==> config.mk <==
export PLATFORM = sky130hd
export DESIGN_NAME = block_buffer_cache_lru_core
export DESIGN_NICKNAME = d
export VERILOG_FILES = /design/src/sv/bbcache_pkg.sv /design/src/sv/block_buffer_cache_lru_core.sv
export SDC_FILE = /design/constraint.sdc
export NUM_CORES = 2
export LEC_CHECK = 0
export ABC_AREA = 1
export ABC_CLOCK_PERIOD_IN_PS = 10350
export BUFFER_PORTS_ARGS = -buffer_cell sky130_fd_sc_hd__buf_2
export CELL_PAD_IN_SITES_DETAIL_PLACEMENT = 1
export CELL_PAD_IN_SITES_GLOBAL_PLACEMENT = 1
export CORE_MARGIN = 2
export CORE_UTILIZATION = 52
export CTS_BUF_LIST = sky130_fd_sc_hd__clkbuf_8 sky130_fd_sc_hd__clkbuf_16
export CTS_CLUSTER_DIAMETER = 100
export DETAILED_ROUTE_END_ITERATION = 12
export PLACE_DENSITY = 0.81
export SETUP_SLACK_MARGIN = 0.5
export SYNTH_ARGS = -nofsm -noshare
export SYNTH_HDL_FRONTEND = slang
export SYNTH_SLANG_ARGS = --single-unit
==> constraint.sdc <==
create_clock -name clk -period 10.35 [get_ports clk]
set_input_delay 0.5175 -clock clk [delete_from_list [all_inputs] [get_ports clk]]
set_output_delay 0.5175 -clock clk [all_outputs]
set_load 0.005 [all_outputs]
==> src/sv/bbcache_pkg.sv <==
// ============================================================================
// bbcache_pkg
// Shared types and codes for the block buffer cache directory.
// ============================================================================
package bbcache_pkg;

    localparam int REQ_W    = 2;
    localparam int DEV_W    = 8;
    localparam int BLK_W    = 32;
    localparam int IDX_W    = 5;
    localparam int TICK_W   = 32;
    localparam int STATUS_W = 2;
    localparam int CNT_W    = 8;

    localparam logic [CNT_W-1:0] COUNT_MAX = 8'hff;

    // request codes
    localparam logic [REQ_W-1:0] REQ_GET     = 2'd0;
    localparam logic [REQ_W-1:0] REQ_RELEASE = 2'd1;
    localparam logic [REQ_W-1:0] REQ_PIN     = 2'd2;
    localparam logic [REQ_W-1:0] REQ_UNPIN   = 2'd3;

    // status codes
    localparam logic [STATUS_W-1:0] STS_DONE   = 2'd0;
    localparam logic [STATUS_W-1:0] STS_ALLOC  = 2'd1;
    localparam logic [STATUS_W-1:0] STS_NOFREE = 2'd2;

    // one directory entry as stored in memory
    typedef struct packed {
        logic [DEV_W-1:0]  dev;
        logic [BLK_W-1:0]  blk;
        logic [CNT_W-1:0]  cnt;
        logic [TICK_W-1:0] last_use;
        logic              filled;
    } entry_word_t;

    typedef enum logic [2:0] {
        ST_CLEAR,
        ST_IDLE,
        ST_SCAN,
        ST_UPDATE,
        ST_MODIFY,
        ST_DONE
    } state_t;

endpackage

==> src/sv/block_buffer_cache_lru_core.sv <==
// ============================================================================
// block_buffer_cache_lru_core
// LRU block buffer cache directory: get, release, pin and unpin on a
// memory of ENTRIES directory words.
// ============================================================================
// Get: the scan reads one memory word per cycle, then the update state writes
//   back and the done state registers the result; no request is accepted meanwhile.
// Release / pin / unpin: read, then modify and write back, then output;
//   out-of-range entry index: straight to output, no memory access.
// Reset: async, active low; then a clearing pass writes zero to every entry,
//   during which no beat is accepted.
module block_buffer_cache_lru_core #(
    parameter int ENTRIES = 32
) (
    input  logic                               clk,
    input  logic                               rst_n,

    input  logic                               in_valid,
    output logic                               in_stall,
    input  logic [bbcache_pkg::REQ_W-1:0]      req_type,
    input  logic [bbcache_pkg::DEV_W-1:0]      device,
    input  logic [bbcache_pkg::BLK_W-1:0]      block_number,
    input  logic [bbcache_pkg::IDX_W-1:0]      entry_index,
    input  logic [bbcache_pkg::TICK_W-1:0]     now_tick,

    output logic                               out_valid,
    input  logic                               out_stall,
    output logic [bbcache_pkg::STATUS_W-1:0]   status,
    output logic [bbcache_pkg::IDX_W-1:0]      entry,
    output logic                               need_read
);
    import bbcache_pkg::*;

    // memory address width and last address
    localparam int            AW   = $clog2(ENTRIES);
    localparam logic [AW-1:0] LAST = AW'(ENTRIES - 1);

    // ------------------------------------------------------------------
    // Directory memory: one write port, one registered read port
    // ------------------------------------------------------------------
    entry_word_t mem [ENTRIES];
    entry_word_t rd_data_reg;
    logic        rd_en;
    logic [AW-1:0] rd_addr;
    logic        wr_en;
    logic [AW-1:0] wr_addr;
    entry_word_t wr_data;

    always_ff @(posedge clk)
    begin
        if (wr_en)
        begin
            mem[wr_addr] <= wr_data;
        end
        if (rd_en)
        begin
            rd_data_reg <= mem[rd_addr];
        end
    end

    // ------------------------------------------------------------------
    // Control registers (reset)
    // ------------------------------------------------------------------
    state_t        state_reg, state_next;
    logic [AW-1:0] cnt_reg, cnt_next;
    logic          hit_found_reg, hit_found_next;
    logic          free_found_reg, free_found_next;
    logic          out_valid_reg, out_valid_next;

    // Payload registers (no reset)
    logic [REQ_W-1:0]    req_reg, req_next;
    logic [DEV_W-1:0]    dev_reg, dev_next;
    logic [BLK_W-1:0]    blk_reg, blk_next;
    logic [IDX_W-1:0]    idx_reg, idx_next;
    logic [TICK_W-1:0]   tick_reg, tick_next;
    logic [AW-1:0]       hit_idx_reg, hit_idx_next;
    entry_word_t         hit_word_reg, hit_word_next;
    logic [AW-1:0]       free_idx_reg, free_idx_next;
    logic [TICK_W-1:0]   best_reg, best_next;
    logic [STATUS_W-1:0] res_status_reg, res_status_next;
    logic [IDX_W-1:0]    res_entry_reg, res_entry_next;
    logic                res_need_reg, res_need_next;
    logic [STATUS_W-1:0] status_reg, status_next;
    logic [IDX_W-1:0]    entry_reg, entry_next;
    logic                need_reg, need_next;

    always_ff @(posedge clk or negedge rst_n)
    begin
        if (!rst_n)
        begin
            state_reg      <= ST_CLEAR;
            cnt_reg        <= '0;
            hit_found_reg  <= 1'b0;
            free_found_reg <= 1'b0;
            out_valid_reg  <= 1'b0;
        end
        else
        begin
            state_reg      <= state_next;
            cnt_reg        <= cnt_next;
            hit_found_reg  <= hit_found_next;
            free_found_reg <= free_found_next;
            out_valid_reg  <= out_valid_next;
        end
    end

    always_ff @(posedge clk)
    begin
        req_reg        <= req_next;
        dev_reg        <= dev_next;
        blk_reg        <= blk_next;
        idx_reg        <= idx_next;
        tick_reg       <= tick_next;
        hit_idx_reg    <= hit_idx_next;
        hit_word_reg   <= hit_word_next;
        free_idx_reg   <= free_idx_next;
        best_reg       <= best_next;
        res_status_reg <= res_status_next;
        res_entry_reg  <= res_entry_next;
        res_need_reg   <= res_need_next;
        status_reg     <= status_next;
        entry_reg      <= entry_next;
        need_reg       <= need_next;
    end

    // ------------------------------------------------------------------
    // Index conversions between the 5-bit port field and memory address
    // ------------------------------------------------------------------
    logic [31:0]   in_idx_ext;
    logic [31:0]   reg_idx_ext;
    logic [31:0]   hit_idx_ext;
    logic [31:0]   free_idx_ext;
    logic          in_idx_ok;
    logic [AW-1:0] in_addr;
    logic [AW-1:0] reg_addr;

    assign in_idx_ext   = {{(32-IDX_W){1'b0}}, entry_index};
    assign reg_idx_ext  = {{(32-IDX_W){1'b0}}, idx_reg};
    assign hit_idx_ext  = {{(32-AW){1'b0}}, hit_idx_reg};
    assign free_idx_ext = {{(32-AW){1'b0}}, free_idx_reg};
    assign in_idx_ok    = (in_idx_ext < 32'(ENTRIES));
    assign in_addr      = in_idx_ext[AW-1:0];
    assign reg_addr     = reg_idx_ext[AW-1:0];

    // scan compares on the word just read
    logic tag_match;
    logic free_better;

    assign tag_match   = (rd_data_reg.dev == dev_reg) && (rd_data_reg.blk == blk_reg);
    assign free_better = (rd_data_reg.cnt == '0)
                         && (!free_found_reg || (rd_data_reg.last_use < best_reg));

    // ------------------------------------------------------------------
    // Next state and outputs
    // ------------------------------------------------------------------
    always_comb
    begin
        entry_word_t w;

        state_next      = state_reg;
        cnt_next        = cnt_reg;
        hit_found_next  = hit_found_reg;
        free_found_next = free_found_reg;
        req_next        = req_reg;
        dev_next        = dev_reg;
        blk_next        = blk_reg;
        idx_next        = idx_reg;
        tick_next       = tick_reg;
        hit_idx_next    = hit_idx_reg;
        hit_word_next   = hit_word_reg;
        free_idx_next   = free_idx_reg;
        best_next       = best_reg;
        res_status_next = res_status_reg;
        res_entry_next  = res_entry_reg;
        res_need_next   = res_need_reg;
        status_next     = status_reg;
        entry_next      = entry_reg;
        need_next       = need_reg;

        rd_en   = 1'b0;
        rd_addr = '0;
        wr_en   = 1'b0;
        wr_addr = '0;
        wr_data = '0;
        w       = rd_data_reg;

        // output beat taken
        out_valid_next = out_valid_reg && out_stall;

        case (state_reg)
            ST_CLEAR:
            begin
                wr_en   = 1'b1;
                wr_addr = cnt_reg;
                if (cnt_reg == LAST)
                begin
                    cnt_next   = '0;
                    state_next = ST_IDLE;
                end
                else
                begin
                    cnt_next = cnt_reg + 1'b1;
                end
            end

            ST_IDLE:
            begin
                if (in_valid)
                begin
                    req_next  = req_type;
                    dev_next  = device;
                    blk_next  = block_number;
                    idx_next  = entry_index;
                    tick_next = now_tick;
                    if (req_type == REQ_GET)
                    begin
                        rd_en           = 1'b1;
                        rd_addr         = '0;
                        cnt_next        = '0;
                        hit_found_next  = 1'b0;
                        free_found_next = 1'b0;
                        state_next      = ST_SCAN;
                    end
                    else if (in_idx_ok)
                    begin
                        rd_en      = 1'b1;
                        rd_addr    = in_addr;
                        state_next = ST_MODIFY;
                    end
                    else
                    begin
                        res_status_next = STS_DONE;
                        res_entry_next  = entry_index;
                        res_need_next   = 1'b0;
                        state_next      = ST_DONE;
                    end
                end
            end

            ST_SCAN:
            begin
                // first match wins; strict compare keeps lowest index on ties
                if (tag_match && !hit_found_reg)
                begin
                    hit_found_next = 1'b1;
                    hit_idx_next   = cnt_reg;
                    hit_word_next  = rd_data_reg;
                end
                if (free_better)
                begin
                    free_found_next = 1'b1;
                    free_idx_next   = cnt_reg;
                    best_next       = rd_data_reg.last_use;
                end
                if (cnt_reg == LAST)
                begin
                    state_next = ST_UPDATE;
                end
                else
                begin
                    cnt_next = cnt_reg + 1'b1;
                    rd_en    = 1'b1;
                    rd_addr  = cnt_reg + 1'b1;
                end
            end

            ST_UPDATE:
            begin
                if (hit_found_reg)
                begin
                    w = hit_word_reg;
                    if (w.cnt != COUNT_MAX)
                    begin
                        w.cnt = w.cnt + 1'b1;
                    end
                    w.filled        = 1'b1;
                    wr_en           = 1'b1;
                    wr_addr         = hit_idx_reg;
                    wr_data         = w;
                    res_status_next = STS_DONE;
                    res_entry_next  = hit_idx_ext[IDX_W-1:0];
                    res_need_next   = !hit_word_reg.filled;
                end
                else if (free_found_reg)
                begin
                    w.dev           = dev_reg;
                    w.blk           = blk_reg;
                    w.cnt           = CNT_W'(1);
                    w.last_use      = best_reg;
                    w.filled        = 1'b1;
                    wr_en           = 1'b1;
                    wr_addr         = free_idx_reg;
                    wr_data         = w;
                    res_status_next = STS_ALLOC;
                    res_entry_next  = free_idx_ext[IDX_W-1:0];
                    res_need_next   = 1'b1;
                end
                else
                begin
                    res_status_next = STS_NOFREE;
                    res_entry_next  = '0;
                    res_need_next   = 1'b0;
                end
                state_next = ST_DONE;
            end

            ST_MODIFY:
            begin
                case (req_reg)
                    REQ_RELEASE:
                    begin
                        if (w.cnt != '0)
                        begin
                            // stamp only on the step down to zero
                            if (w.cnt == CNT_W'(1))
                            begin
                                w.last_use = tick_reg;
                            end
                            w.cnt = w.cnt - 1'b1;
                        end
                    end
                    REQ_PIN:
                    begin
                        if (w.cnt != COUNT_MAX)
                        begin
                            w.cnt = w.cnt + 1'b1;
                        end
                    end
                    REQ_UNPIN:
                    begin
                        if (w.cnt != '0)
                        begin
                            w.cnt = w.cnt - 1'b1;
                        end
                    end
                    default:
                    begin
                    end
                endcase
                wr_en           = 1'b1;
                wr_addr         = reg_addr;
                wr_data         = w;
                res_status_next = STS_DONE;
                res_entry_next  = idx_reg;
                res_need_next   = 1'b0;
                state_next      = ST_DONE;
            end

            ST_DONE:
            begin
                if (!out_valid_reg || !out_stall)
                begin
                    out_valid_next = 1'b1;
                    status_next    = res_status_reg;
                    entry_next     = res_entry_reg;
                    need_next      = res_need_reg;
                    state_next     = ST_IDLE;
                end
            end

            default:
            begin
                state_next = ST_IDLE;
            end
        endcase
    end

    assign in_stall  = (state_reg != ST_IDLE);
    assign out_valid = out_valid_reg;
    assign status    = status_reg;
    assign entry     = entry_reg;
    assign need_read = need_reg;

endmodule

# After elaboration in Yosys (flattened, before gate mapping)

Memory sizes are Yosys's and may differ from the RTL's. A register that Yosys moved wholly into a read port is not among the register bits.
Index checks and enable logic that the tools add are counted.

Latch bits: 0
Memories: 1
Memory bits (read-only): 0
Output and inout port bits: 10
Logic and storage cells: 147
Register bits after elaboration: 229
Bits in writable memories: 2592

Memory list:

| memory | depth | bits a word | rd ports | clocked after Yosys merged registers in | write ports | line                              | text |
|---|---|---|---|---|---|---|---|
| mem    | 32    | 81          | 1        | 1                                       | 1           | block_buffer_cache_lru_core.sv:41 | `entry_word_t mem [ENTRIES];` |

Divide/modulo/power cells: 0
Bitwise logic cells: 0
Equality and inequality tests: 25
Add/subtract/negate cells: 4
Shifts and indexed selects: 0
Reduce and logical (&&, ||, !) cells: 29
Muxes and demuxes: 62
$lt $le $gt $ge: 2
Multiply operators: 0

Operators by type and width:

| operator            | count |
|---|---|
| $mux 81             | 2 |
| $pmux 81 s2         | 1 |
| $mux 32             | 2 |
| $mux 5              | 12 |
| $pmux 5 s3          | 3 |
| $mux 40             | 1 |
| $eq 32x32->1        | 1 |
| $lt 32x32->1        | 1 |
| $mux 8              | 3 |
| $pmux 8 s3          | 1 |
| $ne 2x2->1 const B  | 10 |
| $reduce_and 4->1    | 5 |
| $mux 1              | 19 |
| $add 8x1->8 const B | 2 |
| $ne 8x8->1 const B  | 2 |
| $mux 3              | 5 |
| $pmux 3 s5          | 1 |
| $mux 2              | 5 |
| $pmux 5 s2          | 1 |
| $eq 8x1->1 const B  | 1 |
| $eq 8x8->1          | 1 |
| $logic_not 8->1     | 1 |
| $pmux 1 s2          | 4 |
| $reduce_and 2->1    | 4 |
| 21 further kinds    | 34 |

# Logic depth before layout (Yosys ltp)

Word-level depth: 5
Depth in mapped cells: 17
Gate-level depth less buffers: 15

# Least setup slack after synthesis

Ideal clock, no wire load.

Kind: register -> register
Start: reg state_reg[0]
End: mem mem[0][0] in the netlist's numbering (enable)
Setup time: 0.620 ns
Clock period less this slack: 7.605 ns
Path slack: 2.745 ns
Buffers on the path: 0
Stages on the path, launching flop included: 11
Data arrival time: 6.986 ns
Path through: dfrtp_1 -> nor2_1 -> nand2_1 -> inv_2 -> a22oi_1 -> nand2_1 -> inv_1 -> o21ai_0 -> nor2_1 -> nand2_1 -> nor3_1

Word-level cells in the longest chain between the ends: 5
Elaborated cells on any way between the ends: 8

Ends and longest elaborated chain:

| item                                                 | line                               | text |
|---|---|---|
| start: declaration                                   | block_buffer_cache_lru_core.sv:64  | `state_t state_reg, state_next;` |
| start signal: assignment                             | block_buffer_cache_lru_core.sv:99  | `state_reg <= state_next;` |
| $eq 3x3->1 / $logic_not 3->1 (equally long branches) | block_buffer_cache_lru_core.sv:190 | `case (state_reg)` |
| $reduce_or 2->1 (no line)                            | -                                  |  |
| $pmux 1 s2                                           | block_buffer_cache_lru_core.sv:190 |  |
| $mux 1                                               | block_buffer_cache_lru_core.sv:51  | `if (wr_en)` |
| $mux 1 (implied by the code)                         | block_buffer_cache_lru_core.sv:53  | `mem[wr_addr] <= wr_data;` |
| end: declaration                                     | block_buffer_cache_lru_core.sv:41  |  |

Several ways; a longest one is shown, not always the timed one.

# Worst setup path in the final report

Start: reg state_reg[2]
End: mem mem[19][51] in the netlist's numbering (enable)

Same word-level chain as after synthesis.

==> results by group <==
Detailed routing
  • Final WL: 419000 um
  • Vias per cell: 6.77
  • Vias post-DR: 87300
  • DRT iter0 DRCs: 12500
  • DRT antenna net count: 0
  • DR pass1 iterations: 5
  • Drt drc: 0
  • Post-DR wirelength/cell: 32.5 um

Global route
  • Largest net degree at the start of global routing: 222
  • Number of global-route vias before repair: around 92000
  • Initial antenna violation count: 13
  • GR Overflow Total: 0
  • GRT Overall Usage: 35.6%
  • First-pass GRT wire length: 611000 um

CTS
  • Root Buffer Master: clkbuf_16
  • CTS Buf Count: 314
  • Hold buffers post-CTS: 81
  • Post-cts sizing count: 0
  • H-Tree Depth: 5
  • Worst skew pair latency: 1.00 ns
  • Post-CTS Setup Bufs: 0
  • # clock sinks: 2902
  • Clock Path Buffers: 4
  • CTS tree: done
  • Worst-path clk slew: 0.06 ns

Synthesis
  • EDFF count, synth: 2891
  • Synth cell types: 44
  • Syn_area_per_cell: around 12 um^2
  • Synthesized instance count: approximately 9700
  • Warnings, synthesis: 0
  • Area of the mapped netlist: around 120000 um^2
  • Syn Nets: 9843
  • Sequential share of the synthesized area: about 73%
  • Fraction of registers with async set/reset: 0.379%
  • Flops & latches, synth: 2902
  • Top FF cell, synth: edfxtp_1

Setup path
  • Cell mode on critical path: buf_4
  • Critical path launch point type: register
  • Worst setup EP type: register
  • Crit-path cells: inv_2, nand3_1, nor2_4, buf_4, buf_4, a22oi_1, nand2_1, inv_1, o21ai_0, nand3_1, nor2_4, buf_4, buf_4
  • Slowest stage delay, CP: 1.04 ns
  • Max FO, Critical Path: 50
  • Worst path required time: 10.91 ns
  • Worst Path Arrival: 6.63 ns
  • Crit path kind: register to register
  • Worst path slowest cell: buf_4

Layout
  • Fin nets: 9780
  • Finished Layout Cells: ~13000
  • Commonest non-fill, non-tap cells in the layout: 3750 x nand3_1, 2891 x edfxtp_1, 1605 x nand2_1
  • Area Overhead vs Synth: 11.6%
  • Ratio of cells with drive above 1 in the final layout: 7.68%
  • Fillers: 22400
  • Max FFs per register: around 2600
  • Most common cell after layout, fill and taps aside: nand3_1

Power
  • Leakage Power: 46.9 nW
  • Clock power frac: about a third
  • Switching power: roughly 0.012 W
  • Switching portion of total power: 33.2%
  • Seq pwr share: a little over two fifths
  • Total power divided by cell area: 261 nW/um^2
  • Worst vdd ir: between 0.2 and 0.3 mV
  • Pint: approximately 0.023 W
  • Combinational share of power: 23.5%

STA
  • Normalized max-slew margin: -1.84%
  • Minimum clock period: slightly above 6 ns
  • Fin. Hold Viols: 0
  • Crit share post-route: 58.6%
  • Worst Max-Slew Pin Slew: 1.53 ns
  • Fin worst setup slack: 4.28 ns
  • Count of pins over their slew limit: 61
  • Setup Skew: 0.0693 ns
  • Unrepaired setup endpoints after global routing: no
  • Sum of negative setup slack: 0 ns
  • Max Clk Rate: 165 MHz
  • Final setup fails: 0

Place
  • Pre-CTS setup slack: 4.56 ns
  • GP Congestion: 0.877
  • DP HPWL: 209000 um
  • Dpl cells: 12300
  • PortBufs: 92

Outcome
  • Failing checks: slew limit
  • Status: complete, but fails checks

Floorplanning
  • Initial Util: 52.4%
  • IO Pins: 93
  • Die area: 233000 um^2
  • Die Y: 483 um
  • Core Rows: 175
  • Die Wd: 483 um
  • Total core area: 227000 um^2

Flow run
  • Max-Cap Viols: 0

Worst hold path
  • Min-delay worst type: input port to asynchronous set/reset pin
==> cell families (layout without fill, tap and decap cells) <==
group | Yosys count | in the layout | share of synthesized area (%)
fa+ha+maj | 37 | 37 | 0.389
compound gates | 270 | 270 | 1.35
simple gates | 5548 | 5548 | 21.6
xor+xnor | 21 | 21 | 0.154
other cells | 0 | 5 | 0
flops | 2902 | 2902 | 73.1
buf+inv | 945 | 1105 | 3.41
==> path summary, 6_finish.rpt <==
check                                      start            end  slack, ns  cells past startpoint
max in group asynchronous                  rst_n      out_valid       9.48                      3
worst min register to register  res_entry_reg[4]       entry[4]       0.40                      0
worst max-delay path                state_reg[2]    mem[19][51]       4.28                     13
worst min-delay path                       rst_n  hit_found_reg       0.05                      2
min in group clk                       out_stall      out_valid       0.07                      3
worst max register to register      state_reg[2]    mem[19][51]       4.28                     13
==> critical path, delay by kind of cell, from the launching register on <==
kind	cells	cell delay [ns]
AO/OA/AOI/OAI	2	0.40
buffers and inverters	6	3.13
flip-flops	1	0.41
AND/OR/NAND/NOR	5	1.63
==> area by class of cell <==
cell class / instances / area, um^2 / share of cell area [%]
Timing Repair Buffer: 350 / 2840 / 2.13
Sequential cell: 2902 / 87100 / 65.5
Clock inverter: 216 / 1960 / 1.48
Multi-Input combinational cell: 5876 / 28400 / 21.3
Tap cell: 3009 / 3760 / 2.83
Clock buffer: 323 / 8070 / 6.07
Antenna cell: 5 / 12.5 / 0.00941
Inverter: 216 / 825 / 0.620
==> power by group through the flow <==
| stage | Sequential (W) | Clock [W] | Combinational, W |
|---|---|---|---|
| finish | 0.0152 | 0.0113 | 0.00815 |
| global route | 0.0152 | 0.0117 | 0.00863 |
| CTS | 0.0151 | 0.0113 | 0.00796 |
| detailed placement | 0.0154 | 0 | 0.00776 |
| global placement | 0.0153 | 0 | 0.00732 |
| floorplan | 0.0152 | 0 | 0.00480 |
==> cells in the mapped netlist, types with 20 or more instances <==
| cell | count | area (um^2) |
|---|---|---|
| nand3_1 | 3752 | 18800 |
| a22oi_1 | 74 | 556 |
| nor3_1 | 20 | 100 |
| a21oi_1 | 61 | 305 |
| nor2_1 | 121 | 454 |
| buf_1 | 62 | 233 |
| edfxtp_1 | 2891 | 86800 |
| buf_2 | 381 | 1910 |
| ha_1 | 37 | 463 |
| inv_1 | 208 | 781 |
| clkbuf_1 | 277 | 1040 |
| nand2_1 | 1606 | 6030 |
| o21ai_0 | 102 | 510 |
| nand4_1 | 22 | 138 |
==> per-layer routing <==
layer  vias up  global-route usage, %  part of all wire [%]
met4        10                   22.6                   7.2
met5         -                      0                 0.020
met1     44100                   44.2                    35
met2      6107                   57.6                    48
met3      1500                   6.97                    10
li1      35600                      -                     -
==> metrics by stage <==
step                      utilization, %  total power, W  hold slack, ns  area (um^2)
after floorplan                        -          0.0200           0.222       119000
after global placement              53.7          0.0226           0.408       122000
after detailed placement            53.7          0.0231           0.407       122000
after CTS                           58.4          0.0344         0.00834       133000
after global routing                58.4          0.0356          0.0599       133000
final                               58.4          0.0346          0.0504       133000
No activity file was read; power rests on OpenSTA's default activity.
